===== config.mk =====
export PLATFORM = sky130hd
export DESIGN_NAME = clip_rectangle_stack_core
export DESIGN_NICKNAME = d
export VERILOG_FILES = /design/src/rtl/crs_pkg.sv /design/src/rtl/crs_csr.sv /design/src/rtl/crs_stack_ram.sv /design/src/rtl/crs_engine.sv /design/src/rtl/clip_rectangle_stack_core.sv
export SDC_FILE = /design/constraint.sdc
export NUM_CORES = 2
export LEC_CHECK = 0
export ABC_CLOCK_PERIOD_IN_PS = 10790
export BUFFER_PORTS_ARGS = -buffer_cell sky130_fd_sc_hd__buf_2
export CORE_MARGIN = 1.5
export CORE_UTILIZATION = 35
export DETAILED_ROUTE_END_ITERATION = 10
export SYNTH_ARGS = -nofsm -noshare
export SYNTH_HDL_FRONTEND = slang
export SYNTH_SLANG_ARGS = --single-unit
export TNS_END_PERCENT = 5

===== constraint.sdc =====
create_clock -name clock -period 10.79 [get_ports clock]
set_input_delay 2.158 -clock clock [delete_from_list [all_inputs] [get_ports clock]]
set_output_delay 2.158 -clock clock [all_outputs]
set_load 0.01 [all_outputs]

===== src/rtl/crs_pkg.sv =====
// shared types and constants for the clip rectangle stack
// no dependencies; used by every module of the block
package crs_pkg;

   // default number of stack levels, level zero included
   localparam int STACK_DEPTH_DEF = 64;

   // width of the reported level field
   localparam int LEVEL_W = 6;

   // one rectangle, left bound in the lowest bits
   typedef struct packed {
      logic signed [15:0] bottom;
      logic signed [15:0] right;
      logic signed [15:0] top;
      logic signed [15:0] left;
   } rect_type;

   // screen range after reset
   localparam rect_type SCREEN_RESET = '{
      bottom: 16'sd32767,
      right:  16'sd32767,
      top:    16'sd0,
      left:   16'sd0
   };

   // command codes carried in the request tuser
   typedef enum logic [1:0] {
      CMD_PUSH  = 2'd0,
      CMD_POP   = 2'd1,
      CMD_RESET = 2'd2
   } cmd_type;

   // configuration register indexes
   typedef enum logic [1:0] {
      CSR_LEFT   = 2'd0,
      CSR_TOP    = 2'd1,
      CSR_RIGHT  = 2'd2,
      CSR_BOTTOM = 2'd3
   } csr_idx_type;

   // control states
   typedef enum logic {
      ST_IDLE     = 1'b0,
      ST_POP_WAIT = 1'b1
   } state_type;

endpackage


===== src/rtl/crs_csr.sv =====
// screen range registers written through the configuration channel
// depends on crs_pkg
module crs_csr
   import crs_pkg::*;
(
   input  logic        clock,
   input  logic        reset,
   input  logic        csr_valid,
   output logic        csr_ready,
   input  logic [1:0]  csr_index,
   input  logic [15:0] csr_wdata,
   output rect_type    screen
);

   rect_type screen_ff;

   // writes are always taken
   assign csr_ready = 1'b1;
   assign screen    = screen_ff;

   // register file update on a write transfer
   always_ff @(posedge clock) begin
      if (reset) begin
         screen_ff <= SCREEN_RESET;
      end else if (csr_valid) begin
         unique case (csr_idx_type'(csr_index))
            CSR_LEFT:   screen_ff.left   <= csr_wdata;
            CSR_TOP:    screen_ff.top    <= csr_wdata;
            CSR_RIGHT:  screen_ff.right  <= csr_wdata;
            CSR_BOTTOM: screen_ff.bottom <= csr_wdata;
            default:    screen_ff        <= screen_ff;
         endcase
      end
   end

endmodule


===== src/rtl/crs_stack_ram.sv =====
// saved rectangle memory, one write and one read port, registered read data
// depends on crs_pkg
module crs_stack_ram
   import crs_pkg::*;
#(
   parameter int STACK_DEPTH = STACK_DEPTH_DEF,
   localparam int AddrW = $clog2(STACK_DEPTH)
) (
   input  logic             clock,
   input  logic             wr_en,
   input  logic [AddrW-1:0] wr_addr,
   input  rect_type         wr_data,
   input  logic             rd_en,
   input  logic [AddrW-1:0] rd_addr,
   output rect_type         rd_data
);

   rect_type mem_ram [STACK_DEPTH];
   rect_type rd_data_ff;

   // write port
   always_ff @(posedge clock) begin
      if (wr_en) begin
         mem_ram[wr_addr] <= wr_data;
      end
   end

   // read port, read data registered while rd_en is high
   always_ff @(posedge clock) begin
      if (rd_en) begin
         rd_data_ff <= mem_ram[rd_addr];
      end
   end

   assign rd_data = rd_data_ff;

endmodule


===== src/rtl/crs_engine.sv =====
// command sequencer: current rectangle, nesting level, stack memory access
// and the registered response stage; depends on crs_pkg
module crs_engine
   import crs_pkg::*;
#(
   parameter int STACK_DEPTH = STACK_DEPTH_DEF,
   localparam int LvlW = $clog2(STACK_DEPTH)
) (
   input  logic               clock,
   input  logic               reset,
   input  rect_type           screen,
   // request side
   input  logic               req_valid,
   output logic               req_ready,
   input  cmd_type            req_cmd,
   input  rect_type           req_rect,
   // response side
   output logic               rsp_valid,
   input  logic               rsp_ready,
   output rect_type           rsp_rect,
   output logic [LEVEL_W-1:0] rsp_level,
   output logic               rsp_ignored,
   // stack memory
   output logic               mem_wr_en,
   output logic [LvlW-1:0]    mem_wr_addr,
   output rect_type           mem_wr_data,
   output logic               mem_rd_en,
   output logic [LvlW-1:0]    mem_rd_addr,
   input  rect_type           mem_rd_data
);

   localparam logic [LvlW-1:0] LvlMax = LvlW'(STACK_DEPTH - 1);
   localparam logic [LvlW-1:0] LvlOne = LvlW'(1);

   state_type          state_ff, state_in;
   logic [LvlW-1:0]    level_ff, level_in;
   rect_type           cur_ff, cur_in;
   logic               rsp_valid_ff, rsp_valid_in;
   rect_type           rsp_rect_ff;
   logic [LEVEL_W-1:0] rsp_level_ff;
   logic               rsp_ignored_ff;

   logic               accept;
   logic               load_out;
   rect_type           out_rect;
   logic               out_ignored;
   rect_type           shrunk;
   logic [LvlW+LEVEL_W-1:0] level_wide;

   // take a new item only when idle and the response slot frees up
   assign req_ready = (state_ff == ST_IDLE) && (!rsp_valid_ff || rsp_ready);
   assign accept    = req_valid && req_ready;

   // intersection of current rectangle with the pushed one
   always_comb begin
      shrunk.left   = (cur_ff.left > req_rect.left)     ? cur_ff.left   : req_rect.left;
      shrunk.top    = (cur_ff.top > req_rect.top)       ? cur_ff.top    : req_rect.top;
      shrunk.right  = (cur_ff.right < req_rect.right)   ? cur_ff.right  : req_rect.right;
      shrunk.bottom = (cur_ff.bottom < req_rect.bottom) ? cur_ff.bottom : req_rect.bottom;
   end

   // next state, memory access and response load
   always_comb begin
      state_in    = state_ff;
      level_in    = level_ff;
      cur_in      = cur_ff;
      load_out    = 1'b0;
      out_rect    = cur_ff;
      out_ignored = 1'b0;
      mem_wr_en   = 1'b0;
      mem_wr_addr = level_ff + LvlOne;
      mem_wr_data = shrunk;
      mem_rd_en   = 1'b0;
      mem_rd_addr = level_ff - LvlOne;

      unique case (state_ff)
         ST_IDLE: begin
            if (accept) begin
               case (req_cmd)
                  CMD_PUSH: begin
                     load_out = 1'b1;
                     if (level_ff >= LvlMax) begin
                        out_ignored = 1'b1;
                     end else begin
                        mem_wr_en = 1'b1;
                        level_in  = level_ff + LvlOne;
                        cur_in    = shrunk;
                        out_rect  = shrunk;
                     end
                  end
                  CMD_POP: begin
                     if (level_ff == '0) begin
                        load_out    = 1'b1;
                        out_ignored = 1'b1;
                     end else if (level_ff == LvlOne) begin
                        // back to the screen range as it stands now
                        load_out = 1'b1;
                        level_in = '0;
                        cur_in   = screen;
                        out_rect = screen;
                     end else begin
                        // saved rectangle arrives next cycle
                        mem_rd_en = 1'b1;
                        level_in  = level_ff - LvlOne;
                        state_in  = ST_POP_WAIT;
                     end
                  end
                  CMD_RESET: begin
                     load_out = 1'b1;
                     level_in = '0;
                     cur_in   = screen;
                     out_rect = screen;
                  end
                  default: begin
                     load_out = 1'b1;
                  end
               endcase
            end
         end
         ST_POP_WAIT: begin
            load_out = 1'b1;
            cur_in   = mem_rd_data;
            out_rect = mem_rd_data;
            state_in = ST_IDLE;
         end
         default: begin
            state_in = ST_IDLE;
         end
      endcase

      rsp_valid_in = load_out || (rsp_valid_ff && !rsp_ready);
   end

   // level reported as its low bits, zero extended for shallow stacks
   assign level_wide = {{LEVEL_W{1'b0}}, level_in};

   // control registers
   always_ff @(posedge clock) begin
      if (reset) begin
         state_ff     <= ST_IDLE;
         level_ff     <= '0;
         cur_ff       <= SCREEN_RESET;
         rsp_valid_ff <= 1'b0;
      end else begin
         state_ff     <= state_in;
         level_ff     <= level_in;
         cur_ff       <= cur_in;
         rsp_valid_ff <= rsp_valid_in;
      end
   end

   // response payload
   always_ff @(posedge clock) begin
      if (load_out) begin
         rsp_rect_ff    <= out_rect;
         rsp_level_ff   <= level_wide[LEVEL_W-1:0];
         rsp_ignored_ff <= out_ignored;
      end
   end

   assign rsp_valid   = rsp_valid_ff;
   assign rsp_rect    = rsp_rect_ff;
   assign rsp_level   = rsp_level_ff;
   assign rsp_ignored = rsp_ignored_ff;

endmodule


===== src/rtl/clip_rectangle_stack_core.sv =====
// Push, reset, no-op, pop to level zero and ignored pop: response registered in the cycle
// after the transfer, one item per cycle sustained while the response is taken. Pop to
// level one or deeper: the saved rectangle is read into the memory's registered output,
// then registered as the response; input held off in between.
// Reset: level zero, screen range registers and current rectangle at their reset
// values, response empty; the stack memory is not cleared (entries are written by push).
module clip_rectangle_stack_core
   import crs_pkg::*;
#(
   parameter int STACK_DEPTH = STACK_DEPTH_DEF
) (
   input  logic        clock,
   input  logic        reset,
   // request: command and rectangle
   input  logic        req_tvalid,
   output logic        req_tready,
   input  logic [63:0] req_tdata,  // rect_left, rect_top, rect_right, rect_bottom
   input  logic [1:0]  req_tuser,  // command
   // response: current clip rectangle
   output logic        rsp_tvalid,
   input  logic        rsp_tready,
   output logic [71:0] rsp_tdata,  // clip_left, clip_top, clip_right, clip_bottom,
                                   // level, zero pad
   output logic [0:0]  rsp_tuser,  // ignored
   // configuration writes
   input  logic        csr_valid,
   output logic        csr_ready,
   input  logic [1:0]  csr_index,
   input  logic [15:0] csr_wdata
);

   localparam int LvlW = $clog2(STACK_DEPTH);

   rect_type           screen;
   rect_type           rsp_rect;
   logic [LEVEL_W-1:0] rsp_level;
   logic               rsp_ignored;
   logic               mem_wr_en;
   logic [LvlW-1:0]    mem_wr_addr;
   rect_type           mem_wr_data;
   logic               mem_rd_en;
   logic [LvlW-1:0]    mem_rd_addr;
   rect_type           mem_rd_data;

   // screen range registers
   crs_csr u_csr (
      .clock     (clock),
      .reset     (reset),
      .csr_valid (csr_valid),
      .csr_ready (csr_ready),
      .csr_index (csr_index),
      .csr_wdata (csr_wdata),
      .screen    (screen)
   );

   // saved rectangles
   crs_stack_ram #(
      .STACK_DEPTH (STACK_DEPTH)
   ) u_ram (
      .clock   (clock),
      .wr_en   (mem_wr_en),
      .wr_addr (mem_wr_addr),
      .wr_data (mem_wr_data),
      .rd_en   (mem_rd_en),
      .rd_addr (mem_rd_addr),
      .rd_data (mem_rd_data)
   );

   // command sequencer
   crs_engine #(
      .STACK_DEPTH (STACK_DEPTH)
   ) u_engine (
      .clock       (clock),
      .reset       (reset),
      .screen      (screen),
      .req_valid   (req_tvalid),
      .req_ready   (req_tready),
      .req_cmd     (cmd_type'(req_tuser)),
      .req_rect    (rect_type'(req_tdata)),
      .rsp_valid   (rsp_tvalid),
      .rsp_ready   (rsp_tready),
      .rsp_rect    (rsp_rect),
      .rsp_level   (rsp_level),
      .rsp_ignored (rsp_ignored),
      .mem_wr_en   (mem_wr_en),
      .mem_wr_addr (mem_wr_addr),
      .mem_wr_data (mem_wr_data),
      .mem_rd_en   (mem_rd_en),
      .mem_rd_addr (mem_rd_addr),
      .mem_rd_data (mem_rd_data)
   );

   // response packing
   assign rsp_tdata = {2'b00, rsp_level, rsp_rect};
   assign rsp_tuser = rsp_ignored;

endmodule


## After elaboration in Yosys (flattened, before gate mapping)

Memories as Yosys holds them, arrays and structs flattened. A register that Yosys moved wholly into a read port is not among the register bits.
Index checks and enable logic that the tools add are counted.

- Register bits after elaboration: 207
- Memories kept: 1
- Memory bits (writable): 4096
- Output and inout bits: 76
- Input bits: 89

Memory list:

| memory | words | width | read ports | clocked after memory_dff | write ports | line | RTL |
|---|---|---|---|---|---|---|---|
| u_ram.mem_ram | 64 | 64 | 1 | 1 | 1 | crs_stack_ram.sv:18 | `rect_type mem_ram [STACK_DEPTH];` |

- Bitwise gates (word level): 2
- Magnitude comparators: 5
- Muxes and demuxes: 36
- Reduce and logical (&&, ||, !) cells: 15
- Equal/unequal tests: 6
- Add/sub/neg operators: 2

Operator list:

| cell | number |
|---|---|
| two-way mux 64 bit | 4 |
| case mux 64 bit (3 select lines) | 1 |
| case mux 64 bit (2 select lines) | 1 |
| two-way mux 16 bit | 4 |
| > comparator 16 bit | 2 |
| less-than comparator 16 bit | 2 |
| two-way mux 6 bit | 5 |
| case mux 6 bit (3 select lines) | 1 |
| two-way mux 1 bit | 17 |
| AND reduction 2 bit | 4 |
| adder 6 x 1 -> 6 bit (second input constant) | 1 |
| == test 2 bit (second input constant) | 3 |
| == test 6 x 1 -> 1 bit (second input constant) | 1 |
| >= comparator 6 bit (second input constant) | 1 |
| zero test 6 bit | 1 |
| case mux 1 bit (2 select lines) | 3 |
| subtractor 6 x 1 -> 6 bit (second input constant) | 1 |
| == test 2 x 1 -> 1 bit (second input constant) | 2 |
| zero test 2 bit | 2 |
| logical AND 1 bit | 3 |
| zero test 1 bit | 2 |
| logical OR 1 bit | 2 |
| NOT 1 bit | 2 |
| OR reduction 2 bit | 1 |

## Longest topological paths before layout

- Depth in word-level cells: 8
- Gate-level depth with buffers: 17
- Gate-level depth less buffers: 9

## Modules after synthesis

Synthesis repeated with hierarchy kept, for this count alone.

- Cell total of the unflattened synthesis: 7983
- Area total of the unflattened synthesis: 169137.2 um^2

By module, submodules not included:

| module | cells each | instances | seq. area each (um^2) | area each (um^2) |
|---|---|---|---|---|
| crs_stack_ram | 6598 | 1 | 124919.8 | 156989.3 |
| crs_engine | 1136 | 1 | 3573.4 | 9577.9 |
| crs_csr | 246 | 1 | 1281.2 | 2551.2 |
| clip_rectangle_stack_core | 3 | 1 | 0.0 | 18.8 |

## Worst setup path after synthesis

No wires, ideal clock.

- Kind: input-to-reg
- From: input port req_tuser[0]
- To: register u_engine.rsp_ignored_ff (netlist: u_engine.rsp_ignored), enable pin
- Arrival: 7612 ps
- Stages: 4
- Path buffers: 1
- Setup slack: 2580 ps
- Required time: 10192 ps
- Cell sequence: clkbuf_1 -> nand3_1 -> inv_1 -> o21ai_0

- Word-level cells in the longest chain between the ends: 4

Ends and longest elaborated chain:

| element | line | RTL |
|---|---|---|
| start: declaration | clip_rectangle_stack_core.sv:18 | `input logic [1:0] req_tuser,` |
| == test 2 x 1 -> 1 bit | crs_engine.sv:79 | `case (req_cmd)` |
| two-way mux 1 bit | crs_engine.sv:79 |  |
| two-way mux 1 bit | crs_engine.sv:78 | `if (accept) begin` |
| case mux 1 bit (2 select lines) | crs_engine.sv:76 | `unique case (state_ff)` |
| net u_engine.load_out | crs_engine.sv:44 | `logic load_out;` |
| end signal: assignment | crs_engine.sv:157 | `rsp_ignored_ff <= out_ignored;` |
| end: declaration | crs_engine.sv:41 | `logic rsp_ignored_ff;` |

The timed path passes the listed nets, and every way through them passes these cells.
A chain may end at the register's enable or synchronous reset.

## Final worst setup path

- From: register u_engine.level_ff[0]
- To: register u_ram.rd_data[35] (netlist name)

- Word-level cells in the longest chain between the ends: 6
- Elaborated cells between the ends (all ways): 8
- Classes of those cells: 1 x add/sub; 1 x eq/ne; 5 x mux; 1 x reduce/logical

Ends and longest elaborated chain:

| element | line | RTL |
|---|---|---|
| start: declaration | crs_engine.sv:36 | `logic [LvlW-1:0] level_ff, level_in;` |
| start signal: assignment | crs_engine.sv:146 | `level_ff <= level_in;` |
| == test 6 x 1 -> 1 bit | crs_engine.sv:95 | `end else if (level_ff == LvlOne) begin` |
| two-way mux 1 bit | crs_engine.sv:95 |  |
| two-way mux 1 bit | crs_engine.sv:92 | `if (level_ff == '0) begin` |
| two-way mux 1 bit | crs_engine.sv:79 |  |
| two-way mux 1 bit | crs_engine.sv:78 |  |
| two-way mux 1 bit | crs_engine.sv:76 |  |

Parallel ways exist; a longest one is shown, timed or not.

==> results.yml <==
status:
  status: "finished, violations left"
  violations: "DRC"
run:
  drv_cap: 0
critical_path:
  slowest_stage: "buf_4"
  cp_max_fo: 98
  cp-end-kind: "flip-flop"
  cp_top_family: "buffers and inverters"
  crit_type: "reg2reg"
  startpoint_type: "flip-flop"
  critPathMaxStageDelay_ns: 0.94
  crit_chain: "buf_4, buf_12, buf_4, buf_4, mux4_2, mux4_2, mux4_2"
  cp.arrival_ns: 6.88
  path_buf_inv: 4
  crit_required_ns: 11.48
sta:
  hold_violations: 0
  finalClockSkew_ns: 0.06155
  post-route-period-util: 0.5736
  max_freq_mhz: 161.6
  hold_ws_ns: 0.4579
  fin_crit_ns: 6.189
  drv_slew: 0
  tightestPinTransition_ns: 1.396
  maxSlewHeadroom: 0.06593
  rsz0062_at_grt: "no"
  setup_violations: 0
  finalWorstSetupSlack_ns: 4.601
  fin_setup_tns_ns: 0
cts:
  clockBufferDepth: 4
  cts_resized: 0
  clk_latency_ns: 1.00
  post_cts.repair.setup_buffers: 0
  htreeDepth: 5
  cts-buffers-inserted: 419
  clk_transition_reported_paths_ns: 0.06
  cts_root_buffer: "clkbuf_16"
  cts_num_sinks: 4367
  tritoncts: "yes"
  ctsHoldBuffers: 0
floorplan:
  ios: 165
  die_w_microns: 698.6
  die-area_sq_um: 488100
  coreArea_sq_um: 482100
  initial_core_util: 0.3513
  fp.dieH_microns: 698.6
  fp-row-count: 255
grt:
  antenna_found_initial: 49
  grtUsageMet1: 0.2781
  grt_first_pass_wirelength_microns: 682900
  top_usage_layer: "met2"
  grt_pass1_vias: 83570
  met3_usage: 0.04872
  grt_use_total: 0.1991
  use_met2: 0.3086
  grt_overflow: 0
  grt_max_degree: 149
layout:
  layout-drive-gt1-share: 0.3083
  syn2layout_area_growth_pct: 13.80
  final_common_cell: "edfxtp_1"
  fin_nets: 7920
  final_cells: 14580
  nFillCells: 41790
  mostFrequentLayoutCells: "edfxtp_1, mux4_2, clkbuf_16, nand2_1, buf_4"
min_path:
  worstHoldPathType: "reg2reg"
synthesis:
  yosysTopAreaCellShare: 0.7502
  synth.avg_cell_area_sq_um: 23.00
  synth_enable_flop_cells: 4231
  synthArstFlopShare: 0
  synthMuxAreaShare: 0.1821
  synth-compound-area-share: 0.01696
  synth_flop_cell: "edfxtp_1"
  synth_top_area_cell: "edfxtp_1"
  ys_ff_latch: 4367
  synth_area_leaders: "edfxtp_1, mux4_2, dfxtp_1"
  synthXorXnorAreaFrac: 0.0006649
  synth_top_family_by_area: "multiplexers"
  synthCells: 7362
  synthSimpleGateAreaFrac: 0.01676
  synthAdderAreaFrac: 0.004802
  syn_area_sq_um: 169400
  ys_types: 71
  yosysSeqAreaShare: 0.7663
  ys_warn_count: 0
place:
  numPortBuffers: 161
  dp.cells: 13770
  pre_cts_ws_ns: 4.068
  dp_hpwl_microns: 275300
  place.gp.congestion: 0.8289
detailed_routing:
  drtPass1Iterations: 10
  first_iter_violations: 12840
  wl_per_cell_microns: 34.17
  drt-total-wl_microns: 498300
  ant_nets: 0
  drc: 2
  num_vias: 84880
  viasPerCell: 5.822
power_and_ir_drop:
  power_density_nw_per_um2: 194.7
  ir_drop_mv: 0.1662
  leakagePower_nw: 57.82
-- metal layers --
metal  up-vias  wire length, microns
li1      32380                     -
met1     46680                198500
met2      4992                230300
met3       822                 52290
met4         8                 17120
met5         -                    59
-- per-stage QoR --
stage / area [sq um] / total power, mW / utilization
after floorplan: 169400 / 21.86 / -
after global placement: 179100 / 23.22 / 0.3716
after detailed placement: 179100 / 23.31 / 0.3716
after CTS: 192600 / 37.74 / 0.3996
after global routing: 192600 / 38.52 / 0.3996
final: 192700 / 37.53 / 0.3998
-- path summary, 6_finish.rpt --
check,startpoint,to,slack [ns],depth (start not counted)
setup / recovery,u_engine.level_ff[0],u_ram.rd_data[35],4.60,7
hold / removal,u_csr.screen[10],u_csr.screen[10],0.46,2
setup reg to reg,u_engine.level_ff[0],u_ram.rd_data[35],4.60,7
hold reg to reg,u_csr.screen[10],u_csr.screen[10],0.46,2
-- cells in the mapped netlist (13+ instances only) --
cell type	instances
edfxtp_1	4231
mux4_2	1344
nand2_1	251
clkbuf_1	239
nor2_1	151
buf_2	144
dfxtp_1	136
a21oi_1	118
inv_1	88
ha_1	65
o21ai_0	59
mux2_2	50
o31ai_1	47
nand3b_1	45
o32ai_1	32
nand3_1	31
nor3_1	24
a221oi_1	18
a22o_1	18
a31oi_1	17
nand2b_1	17
o21bai_1	17
or3_1	17
nor4_1	16
a32o_1	15
nand4b_1	14
o22a_1	14
buf_1	13
-- sequential cells by signal (all words and copies together), names as in the netlist --
signal / count
u_engine.rsp_ignored: 1
u_csr.screen: 64
u_ram.rd_data: 64
u_engine.level_ff: 6
u_ram.mem_ram: 4096
u_engine.state_ff: 1
u_engine.rsp_rect: 64
u_engine.rsp_level: 6
u_engine.rsp_valid: 1
u_engine.cur_ff: 64
-- cell families after synthesis --
group | after synthesis
xor gates and xnor gates | 12
DFF | 4367
buffers and inverters | 495
muxes | 1395
other | 2
adders and majority gates | 65
and+or+nand+nor | 607
AOI/OAI and AO/OA | 419
-- worst register-to-register path: stages (launching register included) --
cell and delay [ns]:
dfxtp_4 0.69, buf_4 0.83, buf_12 0.69, buf_4 1.01, buf_4 1.02, mux4_2 0.63
mux4_2 0.58, mux4_2 0.48
-- power breakdown --
part | internal (mW) | total, mW | switching, mW
clock | 8.16 | 14.6 | 6.44
combinational | 1.26 | 3.56 | 2.30
sequential | 19.3 | 19.4 | 0.0933
-- cell type report --
cell class	instances	area (sq um)	share of cell area
Sequential cell	4367	129800	0.6734
Multi-Input combinational cell	2501	38280	0.1986
Clock buffer	518	11150	0.05785
Tap cell	6425	8039	0.04171
Timing Repair Buffer	388	2704	0.01403
Clock inverter	257	2338	0.01213
Inverter	89	341.6	0.001772
Antenna cell	35	87.58	0.0004545
(Power assumes the default switching activity.)
